### src/sv/ips_pkg.sv
`timescale 1ns / 1ps
// ----------------------------------------------------------------------------
// ips_pkg
// Shared types and constants of the ignition power supervisor.
// ----------------------------------------------------------------------------
package ips_pkg;

    localparam int DEBOUNCE_RUN_DEF  = 3;
    localparam int TIMEOUT_WIDTH_DEF = 16;

    localparam int RUN_W       = 2;
    localparam int TIMEOUT_W   = 16;
    localparam int KICK_W      = 8;
    localparam int CFG_INDEX_W = 8;
    localparam int CFG_DATA_W  = 16;

    localparam logic [TIMEOUT_W-1:0] TIMEOUT_RESET = 16'd600;
    localparam logic [KICK_W-1:0]    KICK_RESET    = 8'd130;

    typedef enum logic [CFG_INDEX_W-1:0] {
        CFG_TIMEOUT_SECONDS   = 8'd0,
        CFG_KICK_PERIOD_TICKS = 8'd1
    } cfg_index_t;

    typedef struct packed {
        logic sample_level;
        logic second_strobe;
    } sample_t;

    typedef struct packed {
        logic stable_out;
        logic kick;
        logic shutdown_pulse;
        logic countdown_running;
    } result_t;

    // debounce, countdown control and keepalive state
    typedef struct packed {
        logic              last_sample;
        logic [RUN_W-1:0]  run_length;
        logic              stable_level;
        logic              settled;
        logic              counting;
        logic [KICK_W-1:0] kick_counter;
    } ctrl_t;

    typedef struct packed {
        logic [TIMEOUT_W-1:0] timeout_seconds;
        logic [KICK_W-1:0]    kick_period_ticks;
    } cfg_t;

endpackage

### src/sv/ips_if.sv
`timescale 1ns / 1ps
// ----------------------------------------------------------------------------
// ips_if
// Valid/ready channels for sample ticks, results and register writes.
// ----------------------------------------------------------------------------
interface ips_in_if;
    logic             valid;
    logic             ready;
    ips_pkg::sample_t data;

    modport source (output valid, output data, input ready);
    modport sink   (input valid, input data, output ready);
endinterface

interface ips_out_if;
    logic             valid;
    logic             ready;
    ips_pkg::result_t data;

    modport source (output valid, output data, input ready);
    modport sink   (input valid, input data, output ready);
endinterface

interface ips_cfg_if;
    logic                               valid;
    logic                               ready;
    logic [ips_pkg::CFG_INDEX_W-1:0]    index;
    logic [ips_pkg::CFG_DATA_W-1:0]     data;

    modport source (output valid, output index, output data, input ready);
    modport sink   (input valid, input index, input data, output ready);
endinterface

### src/sv/ips_step.sv
`timescale 1ns / 1ps
// ----------------------------------------------------------------------------
// ips_step
// Next-state and result logic for one sample tick.
// ----------------------------------------------------------------------------
module ips_step #(
    parameter int DEBOUNCE_RUN  = ips_pkg::DEBOUNCE_RUN_DEF,
    parameter int TIMEOUT_WIDTH = ips_pkg::TIMEOUT_WIDTH_DEF
) (
    input  ips_pkg::sample_t           sample,
    input  ips_pkg::cfg_t              cfg,
    input  ips_pkg::ctrl_t             ctrl,
    input  logic [TIMEOUT_WIDTH-1:0]   seconds_left,
    output ips_pkg::ctrl_t             ctrl_next,
    output logic [TIMEOUT_WIDTH-1:0]   seconds_left_next,
    output ips_pkg::result_t           result
);

    localparam logic [ips_pkg::RUN_W-1:0] RUN_LEN = ips_pkg::RUN_W'(DEBOUNCE_RUN);
    localparam logic [31:0] SEC_MAX =
        (TIMEOUT_WIDTH >= 32) ? 32'hFFFF_FFFF : ((32'd1 << TIMEOUT_WIDTH) - 32'd1);

    logic [31:0]                 timeout_wide;
    logic [TIMEOUT_WIDTH-1:0]    timeout_load;
    logic [ips_pkg::KICK_W:0]    kick_inc;
    logic                        pulse;

    assign timeout_wide = 32'(cfg.timeout_seconds);
    assign timeout_load = (timeout_wide > SEC_MAX) ? SEC_MAX[TIMEOUT_WIDTH-1:0]
                                                   : timeout_wide[TIMEOUT_WIDTH-1:0];
    assign kick_inc     = {1'b0, ctrl.kick_counter} + 1'b1;

    always_comb
    begin
        ctrl_next         = ctrl;
        seconds_left_next = seconds_left;
        pulse             = 1'b0;

        // countdown tick on the second strobe
        if (ctrl.counting && sample.second_strobe)
        begin
            if (seconds_left <= TIMEOUT_WIDTH'(1))
            begin
                seconds_left_next  = '0;
                ctrl_next.counting = 1'b0;
                pulse              = 1'b1;
            end
            else
            begin
                seconds_left_next = seconds_left - 1'b1;
            end
        end

        // debounce run
        if (sample.sample_level == ctrl.last_sample)
        begin
            if (ctrl.run_length < RUN_LEN)
            begin
                ctrl_next.run_length = ctrl.run_length + 1'b1;
            end
        end
        else
        begin
            ctrl_next.last_sample = sample.sample_level;
            ctrl_next.run_length  = ips_pkg::RUN_W'(1);
        end

        if (ctrl_next.run_length >= RUN_LEN)
        begin
            if (!ctrl.settled)
            begin
                ctrl_next.settled      = 1'b1;
                ctrl_next.stable_level = ctrl_next.last_sample;
                if (!ctrl_next.last_sample)
                begin
                    pulse = 1'b1;
                end
            end
            else if (ctrl_next.last_sample != ctrl.stable_level)
            begin
                ctrl_next.stable_level = ctrl_next.last_sample;
                if (!ctrl_next.last_sample && (cfg.timeout_seconds != '0))
                begin
                    seconds_left_next  = timeout_load;
                    ctrl_next.counting = 1'b1;
                end
                else
                begin
                    seconds_left_next  = '0;
                    ctrl_next.counting = 1'b0;
                end
            end
        end

        // keepalive period
        if (kick_inc >= {1'b0, cfg.kick_period_ticks})
        begin
            ctrl_next.kick_counter = '0;
        end
        else
        begin
            ctrl_next.kick_counter = kick_inc[ips_pkg::KICK_W-1:0];
        end
    end

    assign result.stable_out        = ctrl_next.stable_level;
    assign result.kick              = (ctrl.kick_counter == '0);
    assign result.shutdown_pulse    = pulse;
    assign result.countdown_running = ctrl_next.counting;

endmodule

### src/sv/ignition_power_supervisor_core.sv
`timescale 1ns / 1ps
// ----------------------------------------------------------------------------
// ignition_power_supervisor_core
// Debounced ignition monitor with shutdown countdown and watchdog kicks.
// ----------------------------------------------------------------------------
// an accepted sample tick is held in the input register, its result in the result register
// throughput: one sample tick per cycle unless the result channel stalls, set by the single
//   registered pass through the step logic between the input and result registers
// reset: all control state and the registers return to their defaults
//   (timeout 600 s, kick period 130 ticks); no clearing pass is needed
module ignition_power_supervisor_core #(
    parameter int DEBOUNCE_RUN  = ips_pkg::DEBOUNCE_RUN_DEF,
    parameter int TIMEOUT_WIDTH = ips_pkg::TIMEOUT_WIDTH_DEF
) (
    input  logic        clk,
    input  logic        rst_n,
    ips_in_if.sink      sample_ch,
    ips_out_if.source   result_ch,
    ips_cfg_if.sink     cfg_ch
);

    // configuration registers
    ips_pkg::cfg_t              cfg_reg;

    // input stage holds the accepted request
    logic                       in_valid_reg;
    ips_pkg::sample_t           in_data_reg;

    // supervisor state
    ips_pkg::ctrl_t             ctrl_reg;
    ips_pkg::ctrl_t             ctrl_next;
    logic [TIMEOUT_WIDTH-1:0]   seconds_left_reg;
    logic [TIMEOUT_WIDTH-1:0]   seconds_left_next;

    // result stage
    logic                       out_valid_reg;
    ips_pkg::result_t           out_data_reg;
    ips_pkg::result_t           result_next;

    logic                       advance;

    // the input stage moves on whenever the result stage is free or being drained
    assign advance         = in_valid_reg && (!out_valid_reg || result_ch.ready);
    assign sample_ch.ready = !in_valid_reg || advance;
    assign result_ch.valid = out_valid_reg;
    assign result_ch.data  = out_data_reg;

    // the user must make writes only while idle; the block does not enforce this, and the port never stalls
    assign cfg_ch.ready    = 1'b1;

    always_ff @(posedge clk or negedge rst_n)
    begin
        if (!rst_n)
        begin
            cfg_reg.timeout_seconds   <= ips_pkg::TIMEOUT_RESET;
            cfg_reg.kick_period_ticks <= ips_pkg::KICK_RESET;
        end
        else if (cfg_ch.valid)
        begin
            case (cfg_ch.index)
                ips_pkg::CFG_TIMEOUT_SECONDS:
                begin
                    cfg_reg.timeout_seconds <= cfg_ch.data;
                end
                ips_pkg::CFG_KICK_PERIOD_TICKS:
                begin
                    cfg_reg.kick_period_ticks <= cfg_ch.data[ips_pkg::KICK_W-1:0];
                end
                default:
                begin
                    // unknown index, write dropped
                end
            endcase
        end
    end

    // input register
    always_ff @(posedge clk or negedge rst_n)
    begin
        if (!rst_n)
        begin
            in_valid_reg <= 1'b0;
        end
        else if (sample_ch.ready)
        begin
            in_valid_reg <= sample_ch.valid;
        end
    end

    always_ff @(posedge clk)
    begin
        if (sample_ch.ready && sample_ch.valid)
        begin
            in_data_reg <= sample_ch.data;
        end
    end

    // per-tick step logic
    ips_step #(
        .DEBOUNCE_RUN      (DEBOUNCE_RUN),
        .TIMEOUT_WIDTH     (TIMEOUT_WIDTH)
    ) u_step (
        .sample            (in_data_reg),
        .cfg               (cfg_reg),
        .ctrl              (ctrl_reg),
        .seconds_left      (seconds_left_reg),
        .ctrl_next         (ctrl_next),
        .seconds_left_next (seconds_left_next),
        .result            (result_next)
    );

    // state commits as the tick moves into the result stage
    always_ff @(posedge clk or negedge rst_n)
    begin
        if (!rst_n)
        begin
            ctrl_reg         <= '0;
            seconds_left_reg <= '0;
        end
        else if (advance)
        begin
            ctrl_reg         <= ctrl_next;
            seconds_left_reg <= seconds_left_next;
        end
    end

    // result register
    always_ff @(posedge clk or negedge rst_n)
    begin
        if (!rst_n)
        begin
            out_valid_reg <= 1'b0;
        end
        else if (advance)
        begin
            out_valid_reg <= 1'b1;
        end
        else if (result_ch.ready)
        begin
            out_valid_reg <= 1'b0;
        end
    end

    always_ff @(posedge clk)
    begin
        if (advance)
        begin
            out_data_reg <= result_next;
        end
    end

endmodule

### src/flat_wrapper.sv
// flat-port wrapper written by rule: the top's interface ports become plain ports
module ignition_power_supervisor_core_flat 
#(
    parameter int DEBOUNCE_RUN  = ips_pkg::DEBOUNCE_RUN_DEF,
    parameter int TIMEOUT_WIDTH = ips_pkg::TIMEOUT_WIDTH_DEF
)
  (clk, rst_n, sample_ch_valid, sample_ch_data, sample_ch_ready, result_ch_valid, result_ch_data, result_ch_ready, cfg_ch_valid, cfg_ch_index, cfg_ch_data, cfg_ch_ready);
  ips_in_if sample_ch_i ();
  ips_out_if result_ch_i ();
  ips_cfg_if cfg_ch_i ();
  input  logic clk;
  input  logic rst_n;
  input wire logic [$bits(sample_ch_i.valid)-1:0] sample_ch_valid;
  input wire logic [$bits(sample_ch_i.data)-1:0] sample_ch_data;
  output wire logic [$bits(sample_ch_i.ready)-1:0] sample_ch_ready;
  output wire logic [$bits(result_ch_i.valid)-1:0] result_ch_valid;
  output wire logic [$bits(result_ch_i.data)-1:0] result_ch_data;
  input wire logic [$bits(result_ch_i.ready)-1:0] result_ch_ready;
  input wire logic [$bits(cfg_ch_i.valid)-1:0] cfg_ch_valid;
  input wire logic [$bits(cfg_ch_i.index)-1:0] cfg_ch_index;
  input wire logic [$bits(cfg_ch_i.data)-1:0] cfg_ch_data;
  output wire logic [$bits(cfg_ch_i.ready)-1:0] cfg_ch_ready;
  assign sample_ch_i.valid = sample_ch_valid;
  assign sample_ch_i.data = sample_ch_data;
  assign sample_ch_ready = sample_ch_i.ready;
  assign result_ch_valid = result_ch_i.valid;
  assign result_ch_data = result_ch_i.data;
  assign result_ch_i.ready = result_ch_ready;
  assign cfg_ch_i.valid = cfg_ch_valid;
  assign cfg_ch_i.index = cfg_ch_index;
  assign cfg_ch_i.data = cfg_ch_data;
  assign cfg_ch_ready = cfg_ch_i.ready;
  ignition_power_supervisor_core #(.DEBOUNCE_RUN(DEBOUNCE_RUN), .TIMEOUT_WIDTH(TIMEOUT_WIDTH)) u_core (.clk(clk), .rst_n(rst_n), .sample_ch(sample_ch_i), .result_ch(result_ch_i), .cfg_ch(cfg_ch_i));
endmodule
### config.mk
export PLATFORM = sky130hd
export DESIGN_NAME = ignition_power_supervisor_core_flat
export DESIGN_NICKNAME = d
export VERILOG_FILES = /design/src/sv/ips_pkg.sv /design/src/sv/ips_if.sv /design/src/sv/ips_step.sv /design/src/sv/ignition_power_supervisor_core.sv /design/src/flat_wrapper.sv
export SDC_FILE = /design/constraint.sdc
export NUM_CORES = 1
export LEC_CHECK = 0
export BUFFER_PORTS_ARGS = -buffer_cell sky130_fd_sc_hd__buf_2
export CAP_MARGIN = 0
export CELL_PAD_IN_SITES_DETAIL_PLACEMENT = 2
export CELL_PAD_IN_SITES_GLOBAL_PLACEMENT = 2
export CORE_MARGIN = 3
export CORE_UTILIZATION = 41
export CTS_BUF_LIST = sky130_fd_sc_hd__clkbuf_4 sky130_fd_sc_hd__clkbuf_8 sky130_fd_sc_hd__clkbuf_16
export DETAILED_ROUTE_END_ITERATION = 7
export PLACE_DENSITY_LB_ADDON = 0.08
export SLEW_MARGIN = 30
export SYNTH_ARGS = -nofsm -noshare
export SYNTH_HDL_FRONTEND = slang
export SYNTH_SLANG_ARGS = --single-unit
### constraint.sdc
create_clock -name clk -period 4.21 [get_ports clk]
set_clock_uncertainty 0.05 [all_clocks]
set_input_delay 0.2105 -clock clk [delete_from_list [all_inputs] [get_ports clk]]
set_output_delay 0.2105 -clock clk [all_outputs]
set_load 0.01 [all_outputs]
==> metrics.md <==
| Metric | Value |
|---|---|
| Final Cycle Share | `between 60% and 70%` |
| Post-synthesis cell count | `roughly 320` |
| Max reg flops | `24` |
| CTS max path bufs | `2` |
| Post-synth EDFFs | `6` |
| Drt wl/cell | `between 20 and 25 um` |
| Number of remaining DRC errors | `0` |
| Die height | `slightly below 100 um` |
| Maximum VDD drop | `around 0.20 mV` |
| Worst Path Buf+Inv | `0` |
| Layout Area Growth over Synthesis | `15.6%` |
| H-Tree Depth | `3` |
| CP Capture Type | `flop` |
| Crit path required time | `4400 ps` |
| Cts hold-fix bufs | `3` |
| Largest net degree at the start of global routing | `50` |
| Gpl congestion | `between 0.7 and 0.8` |
| Max Clk Rate | `between 0.3 and 0.4 GHz` |
| Later-pin clock latency in the skew report | `340 ps` |
| Avg Synthesized Cell Area | `around 11 um2` |
| Clock Sink Count | `62` |
| First-pass GRT wire length | `16.1 mm` |
| Hpwl dp | `about 6.6 mm` |
| Worst-Margin Slew | `around 830 ps` |
| Max Transition Viols Final | `0` |
| Ports | `38` |
| Layout cells sized above 1 | `between 20% and 30%` |
| Syn. warnings | `0` |
| Setup-failing EPs final | `0` |
| Main synth FF type | `dfrtp_1` |
| CTS tree | `yes` |
| Tmin final | `~2900 ps` |
| Vias per cell | `approximately 5.9` |
| Syn nets | `roughly 360` |
| Grt ovf | `0` |
| P per Cell Area | `between 400 and 500 nW/um2` |
| Worst path top cell family by delay | `simple AND/OR/NAND/NOR gates` |
| Final #Nets | `~400` |
| Total die area | `between 9000 and 10000 um2` |
| Iteration-0 DRC Markers | `99` |
| Clk root buf | `clkbuf_8` |
| Final setup TNS | `0 ps` |
| Final hold slack | `between 15 and 20 ps` |
| PostCTS Resize Cnt | `0` |
| Routed Antenna Nets | `0` |
| CTS Buf Count | `9` |
| Vias in the first global route | `between 3000 and 4000` |
| Initial Util | `42.8%` |
| Buffers on Ports | `36` |
| Register bit total from synthesis | `62` |
| Total track usage | `around 23%` |
| Distinct cell type count after synthesis | `56` |
| Setup bufs post-CTS | `0` |
| Slew HR | `about 45%` |
| Critical path startpoint category | `flop` |
| Core area | `a little under 8000 um2` |
| N_diodes | `0` |
| Die width | `around 97 um` |
| Router iterations before antenna repair | `4` |
| Largest stage delay on the critical path | `about 440 ps` |
| Leak | `1.74 nW` |
| Endpoints failing hold | `0` |
| Post-synthesis sequential area ratio | `47.3%` |
| Max Cap Viol | `0` |
| Mapped Area | `between 3000 and 4000 um2` |
| CP Max Fanout | `6` |
| Asr flop ratio synth | `90.3%` |
| Critical-path top delay cell | `dfrtp_1` |
| Outcome | `completed` |
| Initial antenna violation count | `0` |
| Vias | `roughly 2700` |
| CP Cell Sequence | `ha_1 > nand3_1 > nor2_1 > xor2_1 > ha_1 > nand2_1 > o21ai_0 > nor2_1 > o21ai_1 > o311ai_1` |
| Total Wirelength | `~9.5 mm` |
| Kind of critical path | `flop to flop` |
| Hold Crit Class | `input pin to flop` |
| Clock transition at path regs | `70 ps` |
| Crit path DAT | `just over 3000 ps` |
| Site Rows | `32` |
| RSZ-0062 raised after global routing | `false` |
-- cell usage after synthesis, types with 5 or more instances --
library cell | instances | area, um2
a221o_1 | 11 | 110
dfstp_2 | 6 | 158
nor3_1 | 13 | 65.1
mux2_2 | 15 | 169
inv_1 | 15 | 56.3
a21o_1 | 5 | 37.5
a21oi_1 | 6 | 30.0
nand2b_1 | 6 | 37.5
o211ai_1 | 6 | 45.0
dfrtp_1 | 50 | 1250
clkbuf_1 | 5 | 18.8
nand3_1 | 10 | 50.1
nand2_1 | 27 | 101
nor2_1 | 12 | 45.0
o21ai_1 | 13 | 65.1
mux2_1 | 11 | 124
o21ai_0 | 9 | 45.0
nor4_1 | 15 | 93.8
edfxtp_1 | 6 | 180
ha_1 | 14 | 175
-- power breakdown --
part	internal, mW	switching (mW)
logic	0.200	0.286
clock network	0.335	0.263
registers	0.693	0.0994
-- cells in the final DEF (no fill, tap or decap), types with 5 or more instances in the layout --
master,netlist,layout
nand3_1,10,10
nor3_1,13,13
nand2_1,27,27
edfxtp_1,6,6
buf_2,2,36
ha_1,14,14
dfstp_2,6,6
mux2_2,15,15
o211ai_1,6,6
a21o_1,5,5
dfrtp_1,50,50
nand2b_1,6,6
a21oi_1,6,6
o21ai_0,9,9
a221o_1,11,11
nor2_1,12,12
mux2_1,11,11
buf_4,3,5
o21ai_1,13,13
nor4_1,15,15
inv_1,15,15
clkbuf_8,0,9
-- cells by family after synthesis --
logic type / Yosys count / share of synthesized area, %
adders and majority gates: 14 / 5.21
AOI/OAI and AO/OA: 66 / 13.6
muxes: 26 / 8.72
and+or+nand+nor: 113 / 19.5
DFF: 62 / 47.3
xor gates and xnor gates: 6 / 1.56
buffers and inverters: 28 / 3.98
other: 1 / 0.112
-- worst reg2reg max path, delay by kind of cell (launching register included) --
family                   cells  cell delay [ps]
adder cells (fa/ha/maj)      2              530
XOR/XNOR                     1              220
AND/OR/NAND/NOR              4              840
flip-flops                   1              440
AO/OA/AOI/OAI                3              730
-- path summary, 6_finish.rpt --
path | startpoint | end | slack [ps] | depth (start not counted)
setup reg to reg | u_core.ctrl_reg[0]$_DFFE_PN0P_ | u_core.ctrl_reg[2]$_DFFE_PN0P_ | 1300 | 10
hold / removal | sample_ch_valid | u_core.in_valid_reg$_DFFE_PN0N_ | 20 | 2
min in group asynchronous | rst_n | u_core.ctrl_reg[11]$_DFFE_PN0P_ | 190 | 2
hold reg to reg | u_core.cfg_reg[3]$_DFFE_PN0P_ | u_core.cfg_reg[3]$_DFFE_PN0P_ | 460 | 1
max in group asynchronous | rst_n | u_core.cfg_reg[15]$_DFFE_PN0P_ | 3040 | 3
setup / recovery | u_core.ctrl_reg[0]$_DFFE_PN0P_ | u_core.ctrl_reg[2]$_DFFE_PN0P_ | 1300 | 10
-- area by class of cell --
| class | count | area (um2) |
|---|---|---|
| tap | 102 | 128 |
| timing repair buffer | 44 | 248 |
| sequential | 62 | 1590 |
| clock inverter | 7 | 98.8 |
| clock buffer | 9 | 124 |
| multi-input combinational | 226 | 1640 |
| fill | 844 | 3960 |
| inverter | 16 | 60.1 |
-- metrics by stage --
| step | instances | setup slack [ps] | area, um2 | power (mW) | util, % |
|---|---|---|---|---|---|
| floorplan | 316 | 1910 | 3360 | 1.13 | - |
| global placement | 447 | 1540 | 3630 | 1.26 | 46.3 |
| detailed placement | 447 | 1380 | 3630 | 1.29 | 46.3 |
| CTS | 466 | 1320 | 3880 | 1.90 | 49.5 |
| global route | 466 | 1010 | 3880 | 2.01 | 49.5 |
| finish | 466 | 1300 | 3880 | 1.88 | 49.5 |
-- per-layer routing --
layer  vias to the layer above  wire (um)  track usage [%]
met5                         -          0                0
met4                         0        116             6.19
met3                        10        261             4.42
met2                        36       4640             37.0
met1                      1409       4530             31.4
li1                       1274          -                -
Note: power is estimated with default switching activity, not from simulation.
